`src/rtl/isaac_pkg.sv`:
```
`timescale 1ns / 1ps

package isaac_pkg;

    localparam int unsigned LOG2_WORDS_DEF = 8;
    localparam logic [31:0] GOLDEN = 32'h9e3779b9;

    localparam int unsigned CMD_W  = 2;
    localparam int unsigned IDX_W  = 8;
    localparam int unsigned WORD_W = 32;

    typedef enum logic [1:0] {
        CMD_SEED = 2'd0,
        CMD_INIT = 2'd1,
        CMD_NEXT = 2'd2,
        CMD_NONE = 2'd3
    } cmd_t;

    // Queued job from front to back.
    typedef struct packed {
        cmd_t              cmd;
        logic [IDX_W-1:0]  idx;
        logic [WORD_W-1:0] word;
        logic              seeded;
    } job_t;

    typedef enum logic [3:0] {
        ST_IDLE,
        ST_SCR,
        ST_FLD,
        ST_FADD,
        ST_FMIX,
        ST_FWR,
        ST_GRD,
        ST_GRD2,
        ST_GWR,
        ST_GRD3,
        ST_GFIN,
        ST_NRD,
        ST_NOUT
    } bstate_t;

    // One step of the eight-word scramble; step 0..7.
    // Step s: v[s] ^= shifted v[s+1]; v[s+3] += v[s]; v[s+1] += v[s+2].
    function automatic logic [255:0] scr_step(input logic [255:0] vin, input logic [2:0] s);
        logic [31:0] v [8];
        logic [31:0] p, q, r, sh;
        logic [255:0] vo;
        for (int k = 0; k < 8; k++) v[k] = vin[32*k +: 32];
        p = v[s];
        q = v[3'(s + 3'd1)];
        r = v[3'(s + 3'd2)];
        case (s)
            3'd0: sh = q << 11;
            3'd1: sh = q >> 2;
            3'd2: sh = v[3] << 8;
            3'd3: sh = v[4] >> 16;
            3'd4: sh = v[5] << 10;
            3'd5: sh = v[6] >> 4;
            3'd6: sh = v[7] << 8;
            default: sh = v[0] >> 9;
        endcase
        p = p ^ sh;
        v[s] = p;
        v[3'(s + 3'd3)] = v[3'(s + 3'd3)] + p;
        v[3'(s + 3'd1)] = q + r;
        for (int k = 0; k < 8; k++) vo[32*k +: 32] = v[k];
        return vo;
    endfunction

endpackage

```
`src/rtl/isaac_front.sv`:
```
`timescale 1ns / 1ps

// Accepts words, drops unused codes, queues jobs.
module isaac_front
(
    input  logic                 clk,
    input  logic                 rst_n,
    input  logic                 s_tvalid,
    output logic                 s_tready,
    input  logic [47:0]          s_tdata,
    output logic                 q_valid,
    input  logic                 q_take,
    output isaac_pkg::job_t      q_job
);

    isaac_pkg::job_t mem_reg [2];
    logic [1:0] wp_reg, rp_reg;
    logic [1:0] wp_next, rp_next;
    logic       push;
    isaac_pkg::job_t job_in;

    assign job_in.cmd    = isaac_pkg::cmd_t'(s_tdata[1:0]);
    assign job_in.idx    = s_tdata[9:2];
    assign job_in.word   = s_tdata[41:10];
    assign job_in.seeded = s_tdata[42];

    assign s_tready = (wp_reg - rp_reg) != 2'd2;
    assign push     = s_tvalid && s_tready && job_in.cmd != isaac_pkg::CMD_NONE;
    assign q_valid  = wp_reg != rp_reg;
    assign q_job    = mem_reg[rp_reg[0]];
    assign wp_next  = push ? wp_reg + 2'd1 : wp_reg;
    assign rp_next  = (q_take && q_valid) ? rp_reg + 2'd1 : rp_reg;

    always_ff @(posedge clk or negedge rst_n)
    begin
        if (!rst_n)
        begin
            wp_reg <= '0;
            rp_reg <= '0;
        end
        else
        begin
            wp_reg <= wp_next;
            rp_reg <= rp_next;
        end
    end

    always_ff @(posedge clk)
    begin
        if (push)
        begin
            mem_reg[wp_reg[0]] <= job_in;
        end
    end

endmodule

```
`config.mk`:
```
export PLATFORM = sky130hd
export DESIGN_NAME = isaac_front
export DESIGN_NICKNAME = d
export VERILOG_FILES = /design/src/rtl/isaac_pkg.sv /design/src/rtl/isaac_front.sv
export SDC_FILE = /design/constraint.sdc
export NUM_CORES = 1
export LEC_CHECK = 0
export BUFFER_PORTS_ARGS = -buffer_cell sky130_fd_sc_hd__buf_2
export CAP_MARGIN = 10
export CORE_UTILIZATION = 55
export CTS_BUF_LIST = sky130_fd_sc_hd__clkbuf_16
export DETAILED_ROUTE_END_ITERATION = 12
export PLACE_DENSITY = 0.86
export SYNTH_ARGS = -nofsm -noshare
export SYNTH_HDL_FRONTEND = slang
export SYNTH_SLANG_ARGS = --single-unit
```
`constraint.sdc`:
```
create_clock -name clk -period 6.2 [get_ports clk]
set_input_delay 1.24 -clock clk [delete_from_list [all_inputs] [get_ports clk]]
set_output_delay 1.24 -clock clk [all_outputs]
set_load 0.1 [all_outputs]
```
Word level (Yosys, flattened, before mapping)
Memories as Yosys holds them, arrays and structs flattened.
Index checks and enable logic that the tools add are counted.
Widths: inputs -> output; s select.
Word-level totals
  bits in registers: 4
  latch bits: 0
  memory bits (writable): 86
  bits in read-only memories: 0
  output and inout bits: 45
  logic and storage cells: 14
  memories: 1
Memory list
  mem_reg: words 2, width 43, rd ports 1, clocked after Yosys merged registers in 0, wr ports 1, line isaac_front.sv:16  | isaac_pkg::job_t mem_reg [2];
Operators by class
  add/subtract/negate cells: 3
  multiply operators: 0
  divide/modulo/power cells: 0
  order comparisons: 0
  equal/unequal tests: 3
  shift operators: 0
  multiplexer cells: 2
  bitwise operators: 0
  reduce and logical (&&, ||, !) cells: 3
Operators with widths (count)
  $add 2x1->2 const B: 2
  $ne 2x2->1 const B: 2
  $logic_and 1x1->1: 3
  $mux 1: 2
  $ne 2x2->1: 1
  $sub 2x2->2: 1

Logic depth before layout (Yosys ltp)
Gate-level depths: netlist of run 1.
  depth in word-level cells: 6
  depth in mapped cells: 4

Least setup slack after synthesis of run 1
OpenSTA, ideal clock, no wires.
  kind: input-to-reg
  from: in s_tvalid
  to: mem mem_reg[0][0] (netlist bit) (enable)
  setup time: 443 ps
  data arrival time: 3472 ps
  required time: 5757 ps
  setup slack: 2285 ps
  stages on the path: 3
  cells stage by stage: a21boi_0 > o21ai_2 > nor2_1
Between the ends
  cells in the longest elaborated chain, start to end: 4
Ends and longest elaborated chain
  start, declared: line isaac_front.sv:8  | input logic s_tvalid,
  $logic_and 1x1->1 (2 in series): line isaac_front.sv:28  | assign push = s_tvalid && s_tready && job_in.cmd != isaac_pkg::CMD_NONE;
  $mux 1: line isaac_front.sv:50  | if (push)
  $mux 1 (implied by the code): line isaac_front.sv:52  | mem_reg[wp_reg[0]] <= job_in;
  end, declared: line isaac_front.sv:16
Every way passes these cells.

==> results of run 1 <==
[stage by stage]
stage / util / area, sq um / hold WS [ns]
4_1_cts: 0.701 / 4150 / 0.537
5_1_grt: 0.701 / 4150 / 0.544
6_report: 0.701 / 4150 / 0.540
2_1_floorplan: - / 3360 / 0.502
3_3_place_gp: 0.653 / 3870 / 0.520
3_5_place_dp: 0.653 / 3870 / 0.526
[critical path, stage by stage (launching register included)]
cell	delay [ns]
sky130_fd_sc_hd__dfrtp_2	1.08
sky130_fd_sc_hd__mux2_2	0.32
sky130_fd_sc_hd__buf_2	0.43
[layout make-up]
class | count | area [sq um]
sequential | 90 | 2680
inverter | 1 | 3.75
clock inverter | 7 | 60.1
tap | 75 | 93.8
fill | 391 | 1770
clock buffer | 9 | 225
timing repair buffer | 92 | 463
multi-input combinational | 59 | 622
[cells in the final DEF (no fill, tap or decap), drive strengths merged, types with 2 or more instances in the layout]
cell type	synthesis	routed
buf	6	92
edfxtp	86	86
mux2	43	43
clkbuf	0	9
xnor2	6	6
dfrtp	4	4
clkinv	0	4
inv	1	3
nand2	2	2
xor2	2	2
o21ai	2	2
o211ai	2	2
[final timing paths]
path	endpoint	slack, ns	depth (start not counted)
max in group asynchronous	rp_reg[0]	5.36	1
setup / recovery	q_job[27]	2.77	2
hold reg to reg	rp_reg[1]	0.54	1
setup reg to reg	mem_reg[1][22]	3.57	3
min in group asynchronous	rp_reg[1]	0.71	1
hold / removal	rp_reg[1]	0.54	1
[cell families (layout without fill, tap and decap cells)]
logic type	after synthesis	in the layout
AND/OR/NAND/NOR	3	3
XOR/XNOR	8	8
flip-flops	90	90
multiplexers	43	43
buffers and inverters	7	109
AO/OA/AOI/OAI	5	5
[per-layer routing]
layer	up-vias	GRT usage	routed length, microns
li1	805	-	-
met1	833	0.201	2140
met2	68	0.284	2650
met3	8	0.0568	396
met4	0	0.0964	93
met5	-	0	0
==> metrics.yaml, run 1 <==
outcome: "finished clean"
synth_warnings: 0
clock_sinks: 90
netlist_instances: 156
synth-compound-area-share: 0.0123
min_from: "rp_reg[1]"
ctsLongestPathBuffers: 2
layoutNonFillerInstCount: 333
postLayoutSetupSlackWorst_ns: 2.77
fin_max_slew_vios: 0
pre_cts_ws_ns: 3.11
async_reset_ff_frac: 0.0444
cts-hold-fix-buffers: 0
hp-class: "reg2reg"
endpoints_failing_hold: 0
grt_pass1_wl_microns: 7770
ys_ff_latch: 90
maximum_number_of_pins_on_one_net_before_global_route_repair: 48
drcViolationCount: 0
period_share: 0.553
rows: 28
synth.distinct_cells: 16
synthTopCellsByArea: "sky130_fd_sc_hd__edfxtp_1 (77%), sky130_fd_sc_hd__mux2_2 (14%), sky130_fd_sc_hd__dfrtp_1 (3.0%)"
grt_remaining_overflow: 0
r2r_start: "rp_reg[0]"
synth_edf_count: 86
start_kind: "flip-flop"
synth.mux.area_fraction: 0.144
port_buffer_count: 91
final_period_minus_worst_setup_slack_ns: 3.43
postCtsSetupBuffers: 0
full_die_area_sq_um: 6430
worst_setup_path_class: "reg2out"
drt_first_iter_violations: 83
die_y_microns: 80.2
fin_worst_skew_ns: 0.00769
crit_required_ns: 4.96
synth.most_common_cell: "sky130_fd_sc_hd__edfxtp_1"
area_added_between_synthesis_and_finish_pct: 23.4
detailedPlacementHpwl_microns: 3240
clk-insertion-delay-late_ns: 0.33
number_of_flip_flops_in_the_largest_register: 86
tritoncts.num_buffers: 9
wire_per_inst_microns: 15.8
portion_of_the_post_synthesis_area_used_by_sequential_elements: 0.797
drt_wl_total_microns: 5280
timing.fmax_mhz: 292
max-cap-violations: 0
worstSetupEndpointType: "primary output"
num_vias: 1714
crit_start: "rp_reg[0]"
tritoncts: "yes"
synth_top_flop_cell: "sky130_fd_sc_hd__edfxtp_1"
crit_path_max_fanout: 47
grt_setup_unrepaired: "no"
worst_slew_margin_rel: 0.274
dp_cells: 317
core_area_sq_um: 5920
initial_cell_density_of_the_core: 0.568
max_slew.worst_pin.slew_ns: 1.09
synth_nets: 208
largest_family_of_logic_cells_by_synthesized_area: "multiplexers"
grt_util_all_layers: 0.173
synthDominantAreaCellType: "sky130_fd_sc_hd__edfxtp_1"
io_pins: 97
clkTransAtPathRegs_ns: 0.06
post_synth_design_cell_area_sq_um: 3360
gp_congestion: 0.765
final_antenna_net_count: 0
post_cts_resize_count: 0
antenna-diode-count: 0
avgViaCountPerCell: 5.15
synth_area_per_cell_sq_um: 21.6
synthXorXnorAreaFrac: 0.0231
setup_viol: 0
netlist_top_cells_count: "sky130_fd_sc_hd__edfxtp_1 (86), sky130_fd_sc_hd__mux2_2 (43), sky130_fd_sc_hd__xnor2_1 (6), sky130_fd_sc_hd__buf_6 (5), sky130_fd_sc_hd__dfrtp_1 (4)"
simple_gate_fraction_of_synth_area: 0.00335
setup_tns_ns: 0
x_dimension_of_the_die_microns: 80.2
synth_top_area_frac: 0.768
drt_pre_antenna_iters: 4
cts_root_buf: "sky130_fd_sc_hd__clkbuf_16"
vias_in_the_first_global_route: 1639
antenna_found_initial: 0
post_synth_fa_ha_maj_area_fraction: 0
arrival_ns: 2.19
nNetsFinal: 305
cts.htree.levels: 3
drive_gt1_frac: 0.597
Power of run 1 is not shown: default switching activity piles up to over one toggle a cycle in this logic, so the estimate is an artifact.
==> run 2, diff against run 1 <==
Settings changed: CORE_UTILIZATION 55 to 46, PLACE_DENSITY 0.86 to 0.77.
Clock period 6.2 ns to 2.8 ns, I/O delays scaled along.
==> run 2 against run 1 <==
Cell count rose by 7.5%. Die area rose by 19%. Sequential cell count did not move. Worst hold slack got worse by 0.51 ns. Via count fell by 0.23%. Worst setup slack got worse by 2.3 ns. Critical endpoint is now q_job[17]. Critical path type unchanged. Count of clock-buffer cells in the layout did not move. Global-route usage fell by 2.1 points. Critical path depth rose by 1. Register-to-register slack got worse by 2.9 ns.
==> metrics.yaml, run 2 (synthesis results as in run 1) <==
clkTransAtPathRegs_ns: 0.06  # about the same
die_y_microns: 87.5  # was 80.2 microns
layout.cells.most_common: "sky130_fd_sc_hd__buf_2"  # unchanged
max-cap-violations: 0  # unchanged
critical_path.top_delay_family: "buffers and inverters"  # was flip-flops
drt_wl_total_microns: 5450  # was 5280 microns
clock_sinks: 90  # unchanged
port_buffer_count: 91  # unchanged
crit_path_max_fanout: 28  # was 47
endpoints_failing_hold: 0  # unchanged
dp_cells: 342  # was 317
max_slew.worst_pin.slew_ns: 0.531  # was 1.09 ns
multiInputGateArea_sq_um: 622  # unchanged
layoutNonFillerInstCount: 358  # was 333
worst_slew_margin_rel: 0.644  # was 0.274
period_share: 0.815
finalHoldWorstSlack_ns: 0.0303  # was 0.540 ns
postCtsSetupBuffers: 0  # unchanged
nNetsFinal: 309  # was 305
r2r-end: "mem_reg[1][38]"  # was mem_reg[1][22]
gp_congestion: 0.639  # was 0.765
area_added_between_synthesis_and_finish_pct: 26.7  # was 23.4%
r2r_start: "rp_reg[0]"  # unchanged
x_dimension_of_the_die_microns: 87.5  # was 80.2 microns
arrival_ns: 1.72  # was 2.19 ns
clk-insertion-delay-late_ns: 0.33  # about the same
hp-class: "in2async"  # was reg2reg
worst_setup_path_class: "reg2out"  # unchanged
tritoncts.num_buffers: 9  # unchanged
reg2reg_depth: 5  # was 3
grt_remaining_overflow: 0  # unchanged
grt_util_all_layers: 0.152  # was 0.173
setup_tns_ns: 0  # unchanged
num_vias: 1710  # was 1714
layout.cells.most_common_list: "sky130_fd_sc_hd__buf_2 (91), sky130_fd_sc_hd__edfxtp_1 (86), sky130_fd_sc_hd__mux2_2 (43)"  # unchanged
antenna-diode-count: 0  # unchanged
maximum_number_of_pins_on_one_net_before_global_route_repair: 44  # was 48
core_area_sq_um: 6940  # was 5920 sq um
cts-hold-fix-buffers: 0  # unchanged
cts.htree.levels: 3  # unchanged
io_pins: 97  # unchanged
cts_root_buf: "sky130_fd_sc_hd__clkbuf_16"  # unchanged
setup_viol: 0  # unchanged
ctsLongestPathBuffers: 2  # unchanged
avgViaCountPerCell: 4.78  # was 5.15
initial_cell_density_of_the_core: 0.485  # was 0.568
tritoncts: "yes"  # unchanged
rows: 30  # was 28
grt_pass1_wl_microns: 8270  # was 7770 microns
slowest_stage: "sky130_fd_sc_hd__mux2_2"  # was sky130_fd_sc_hd__dfrtp_2
cp_num_buf_inv: 2  # was 1
timing.fmax_mhz: 438
layout.core_utilization: 0.614  # was 0.701
start_kind: "flip-flop"  # unchanged
outcome: "finished clean"  # unchanged
detailedPlacementHpwl_microns: 3650  # was 3240 microns
post_cts_resize_count: 0  # unchanged
drt_first_iter_violations: 52  # was 83
wire_per_inst_microns: 15.2  # was 15.8 microns
antenna_found_initial: 0  # unchanged
final_antenna_net_count: 0  # unchanged
fill_cells: 530  # was 391
worstSetupEndpointType: "primary output"  # unchanged
fin_max_slew_vios: 0  # unchanged
cp_slowest_stage_delay_ns: 0.39  # was 1.08 ns
fin_worst_skew_ns: 0.00637  # was 0.00769 ns
cp_cell_sequence: "buf_4 > mux2_2 > buf_2"  # was mux2_2 > buf_2
final_period_minus_worst_setup_slack_ns: 2.28
vias_in_the_first_global_route: 1783  # was 1639
drcViolationCount: 0  # unchanged
number_of_flip_flops_in_the_largest_register: 86  # unchanged
crit_required_ns: 2.24  # was 4.96 ns
drive_gt1_frac: 0.607  # was 0.597
grt_setup_unrepaired: "no"  # unchanged
drt_pre_antenna_iters: 4  # unchanged
full_die_area_sq_um: 7660  # was 6430 sq um
worst-r2r-setup-slack_ns: 0.66  # was 3.57 ns
regArea_sq_um: 2680  # unchanged
-- run 2: changes by cell type in the layout (fill, tap and decap cells not counted), sizes merged --
cell	delta
clkinv	-2
clkinvlp	+1
buf	+4
inv	+1
-- run 2: metal layers --
layer	routed length (microns)	GRT usage	vias to the layer above
li1	-	-	810
met1	2040	0.154	830
met2	2970	0.268	61
met3	324	0.0502	9
met4	114	0.0969	0
met5	0	0	-
-- run 2: final cells by class --
cell class | instances | area share
Clock buffer | 9 | 0.0528
Sequential cell | 90 | 0.630
Inverter | 1 | 0.000881
Multi-Input combinational cell | 59 | 0.146
Tap cell | 96 | 0.0282
Clock inverter | 7 | 0.0179
Timing Repair Buffer | 96 | 0.124
-- run 2: worst reg2reg max path: cells and delay by family (launching register included) --
family / cells / cell delay [ns]
buffers and inverters: 3 / 1.05
DFF: 1 / 0.40
xor gates and xnor gates: 1 / 0.23
AOI/OAI and AO/OA: 1 / 0.23
-- run 2: worst max-delay path by stage --
stage	startpoint	to	slack, ns	cells after the start
floorplan	s_tvalid	mem_reg[0][0]	0.28	3
global placement	rp_reg[0]	mem_reg[1][20]	0.64	5
detailed placement	rp_reg[0]	mem_reg[1][18]	0.62	5
CTS	rp_reg[0]	q_job[17]	0.48	3
global route	rp_reg[0]	q_job[17]	0.44	3
finish	rp_reg[0]	q_job[17]	0.52	3
-- run 2: per-stage QoR --
step	setup WS (ns)	instance area [sq um]
after floorplan	0.278	3370
after global placement	0.640	3960
after detailed placement	0.619	3960
after CTS	0.484	4260
after global routing	0.443	4260
final	0.518	4260
Power of run 2 is left out for the same reason.
==> run 3, diff against run 2 <==
Settings changed: ABC_AREA set to 1, CORE_UTILIZATION 46 to 51, PLACE_DENSITY 0.77 to 0.81.
Clock period 2.8 ns to 2.4 ns, I/O delays scaled along.
==> run 3 against run 2 <==
Count of clock-buffer cells in the layout is the same. Synthesized area is 0.86% higher. Critical path depth is 2 higher. Sequential cell count did not move. Via count rose by 30%. Critical endpoint is now q_job[12].
==> metrics.yaml, run 3 <==
wire_per_inst_microns: 15.3  # was 15.2 microns
nNetsFinal: 411  # was 309
number_of_flip_flops_in_the_largest_register: 86  # unchanged
avgViaCountPerCell: 5.04  # was 4.78
drt_wl_total_microns: 6730  # was 5450 microns
drcViolationCount: 0  # unchanged
port_buffer_count: 91  # unchanged
layout.cells.most_common_list: "sky130_fd_sc_hd__nand2_1 (141), sky130_fd_sc_hd__edfxtp_1 (86), sky130_fd_sc_hd__buf_2 (46), sky130_fd_sc_hd__buf_12 (46), sky130_fd_sc_hd__clkbuf_16 (9)"  # was sky130_fd_sc_hd__buf_2 (91), sky130_fd_sc_hd__edfxtp_1 (86), sky130_fd_sc_hd__mux2_2 (43)
drive_gt1_frac: 0.332  # was 0.607
simple_gate_fraction_of_synth_area: 0.184  # was 0.00335
drt_pre_antenna_iters: 4  # unchanged
clkTransAtPathRegs_ns: 0.06  # about the same
cts.htree.levels: 3  # unchanged
hp-class: "in2reg"  # was in2async
worst_slew_margin_rel: 0.694  # was 0.644
outcome: "finished clean"  # unchanged
portion_of_the_post_synthesis_area_used_by_sequential_elements: 0.791  # was 0.797
postCtsSetupBuffers: 0  # unchanged
fin_worst_skew_ns: 0.00718  # was 0.00637 ns
endpoints_failing_hold: 0  # unchanged
final_area_sq_um: 4920  # was 4260 sq um
area_added_between_synthesis_and_finish_pct: 45.0  # was 26.7%
worst_setup_path_class: "reg2out"  # unchanged
layout.cells.most_common: "sky130_fd_sc_hd__nand2_1"  # was sky130_fd_sc_hd__buf_2
tritoncts.num_buffers: 9  # unchanged
netlist_top_cells_count: "sky130_fd_sc_hd__nand2_1 (141), sky130_fd_sc_hd__edfxtp_1 (86), sky130_fd_sc_hd__buf_2 (6), sky130_fd_sc_hd__dfrtp_1 (4), sky130_fd_sc_hd__inv_1 (4)"  # was sky130_fd_sc_hd__edfxtp_1 (86), sky130_fd_sc_hd__mux2_2 (43), sky130_fd_sc_hd__xnor2_1 (6), sky130_fd_sc_hd__buf_6 (5), sky130_fd_sc_hd__dfrtp_1 (4)
drt_first_iter_violations: 82  # was 52
cts_root_buf: "sky130_fd_sc_hd__clkbuf_16"  # unchanged
grt_setup_unrepaired: "no"  # unchanged
num_vias: 2223  # was 1710
synthDominantAreaCellType: "sky130_fd_sc_hd__edfxtp_1"  # unchanged
rows: 29  # was 30
grt_pass1_wl_microns: 10800  # was 8270 microns
worstSetupEndpointType: "primary output"  # unchanged
max-cap-violations: 0  # unchanged
final_period_minus_worst_setup_slack_ns: 2.25
final_antenna_net_count: 0  # unchanged
synth_top_area_frac: 0.761  # was 0.768
synth-compound-area-share: 0.00147  # was 0.0123
detailedPlacementHpwl_microns: 4230  # was 3650 microns
antenna_found_initial: 0  # unchanged
synth.distinct_cells: 16  # unchanged
crit_required_ns: 1.92  # was 2.24 ns
ys_ff_latch: 90  # unchanged
synth_top_flop_cell: "sky130_fd_sc_hd__edfxtp_1"  # unchanged
timing.fmax_mhz: 444
arrival_ns: 1.77  # was 1.72 ns
initial_cell_density_of_the_core: 0.531  # was 0.485
io_pins: 97  # unchanged
core_area_sq_um: 6390  # was 6940 sq um
full_die_area_sq_um: 6980  # was 7660 sq um
gp_congestion: 0.700  # was 0.639
synthXorXnorAreaFrac: 0.00258  # was 0.0231
synth_area_per_cell_sq_um: 13.1  # was 21.6 sq um
start_kind: "flip-flop"  # unchanged
post_dp_cell_area_sq_um: 4620  # was 3960 sq um
synth_warnings: 0  # unchanged
clk-insertion-delay-late_ns: 0.32  # was 0.33 ns
async_reset_ff_frac: 0.0444  # unchanged
period_share: 0.939
tritoncts: "yes"  # unchanged
die_y_microns: 83.6  # was 87.5 microns
finalHoldWorstSlack_ns: 0.342  # was 0.0303 ns
maximum_number_of_pins_on_one_net_before_global_route_repair: 45  # was 44
post_synth_design_cell_area_sq_um: 3390  # was 3360 sq um
fin_max_slew_vios: 0  # unchanged
post_synth_fa_ha_maj_area_fraction: 0  # unchanged
grt_remaining_overflow: 0  # unchanged
setup_viol: 0  # unchanged
antenna-diode-count: 0  # unchanged
synth_nets: 312  # was 208
grt_util_all_layers: 0.204  # was 0.152
synthTopCellsByArea: "sky130_fd_sc_hd__edfxtp_1 (76%), sky130_fd_sc_hd__nand2_1 (16%), sky130_fd_sc_hd__dfrtp_1 (2.9%)"  # was sky130_fd_sc_hd__edfxtp_1 (77%), sky130_fd_sc_hd__mux2_2 (14%), sky130_fd_sc_hd__dfrtp_1 (3.0%)
largest_family_of_logic_cells_by_synthesized_area: "simple AND/OR/NAND/NOR gates"  # was multiplexers
synth.mux.area_fraction: 0  # was 0.144
synth_edf_count: 86  # unchanged
vias_in_the_first_global_route: 2283  # was 1783
ctsLongestPathBuffers: 2  # unchanged
setup_tns_ns: 0  # unchanged
fill_cells: 370  # was 530
synth.most_common_cell: "sky130_fd_sc_hd__nand2_1"  # was sky130_fd_sc_hd__edfxtp_1
max_slew.worst_pin.slew_ns: 0.459  # was 0.531 ns
clock_sinks: 90  # unchanged
crit_path_max_fanout: 44  # was 28
netlist_instances: 260  # was 156
x_dimension_of_the_die_microns: 83.6  # was 87.5 microns
[run 3: layout make-up]
class,count,area [sq um],share of cell area
tap,77,96.3,0.0196
sequential,90,2680,0.545
multi-input combinational,155,639,0.130
timing repair buffer,97,1190,0.242
inverter,6,22.5,0.00458
clock buffer,9,225,0.0458
clock inverter,7,62.6,0.0127
[run 3: path summary, 6_finish.rpt]
kind,from,end,slack [ns],depth (start not counted)
worst max register to register,rp_reg[0],mem_reg[0][0],0.60,7
min in group asynchronous,rst_n,rp_reg[1],0.51,2
worst min register to register,rp_reg[1],rp_reg[1],0.54,2
max in group asynchronous,rst_n,rp_reg[0],1.76,2
worst min-delay path,s_tdata[34],mem_reg[1][25],0.34,1
worst max-delay path,rp_reg[0],q_job[12],0.15,5
[run 3: per-stage QoR]
| stage | worst slack [ns] | utilization | std cells |
|---|---|---|---|
| after CTS | 0.125 | 0.771 | 441 |
| final | 0.146 | 0.771 | 441 |
| after global placement | 0.532 | 0.724 | 424 |
| after detailed placement | 0.494 | 0.724 | 424 |
| after floorplan | 0.0485 | - | 260 |
| after global routing | 0.0606 | 0.771 | 441 |
[run 3: worst max-delay path: stages, from the launching register on]
cell                      delay [ns]
sky130_fd_sc_hd__dfrtp_2        0.49
sky130_fd_sc_hd__inv_2          0.08
sky130_fd_sc_hd__buf_4          0.40
sky130_fd_sc_hd__nand2_1        0.12
sky130_fd_sc_hd__nand2_1        0.15
sky130_fd_sc_hd__buf_12         0.19
[run 3: layer usage]
layer	routed length [microns]	GRT usage	share of wire	vias to the layer above
li1	-	-	-	1074
met1	2650	0.231	0.39	1038
met2	3420	0.348	0.51	98
met3	531	0.0663	0.079	13
met4	136	0.0986	0.020	0
met5	0	0	0	-
[run 3: kinds of logic (layout without fill, tap and decap cells)]
family                    Yosys count  count (layout)
DFF                                90              90
buffers and inverters              15             119
xor gates and xnor gates            1               1
AOI/OAI and AO/OA                   1               1
and+or+nand+nor                   153             153
[run 3: timing repair]
action | 4_1_cts | 5_1_grt
endpoints found under the hold margin | 4 | 0
hold buffers | 1 | 0
setup endpoints to repair | 0 | 0
gates resized for setup | 0 | 0
Power of run 3 is left out for the same reason.
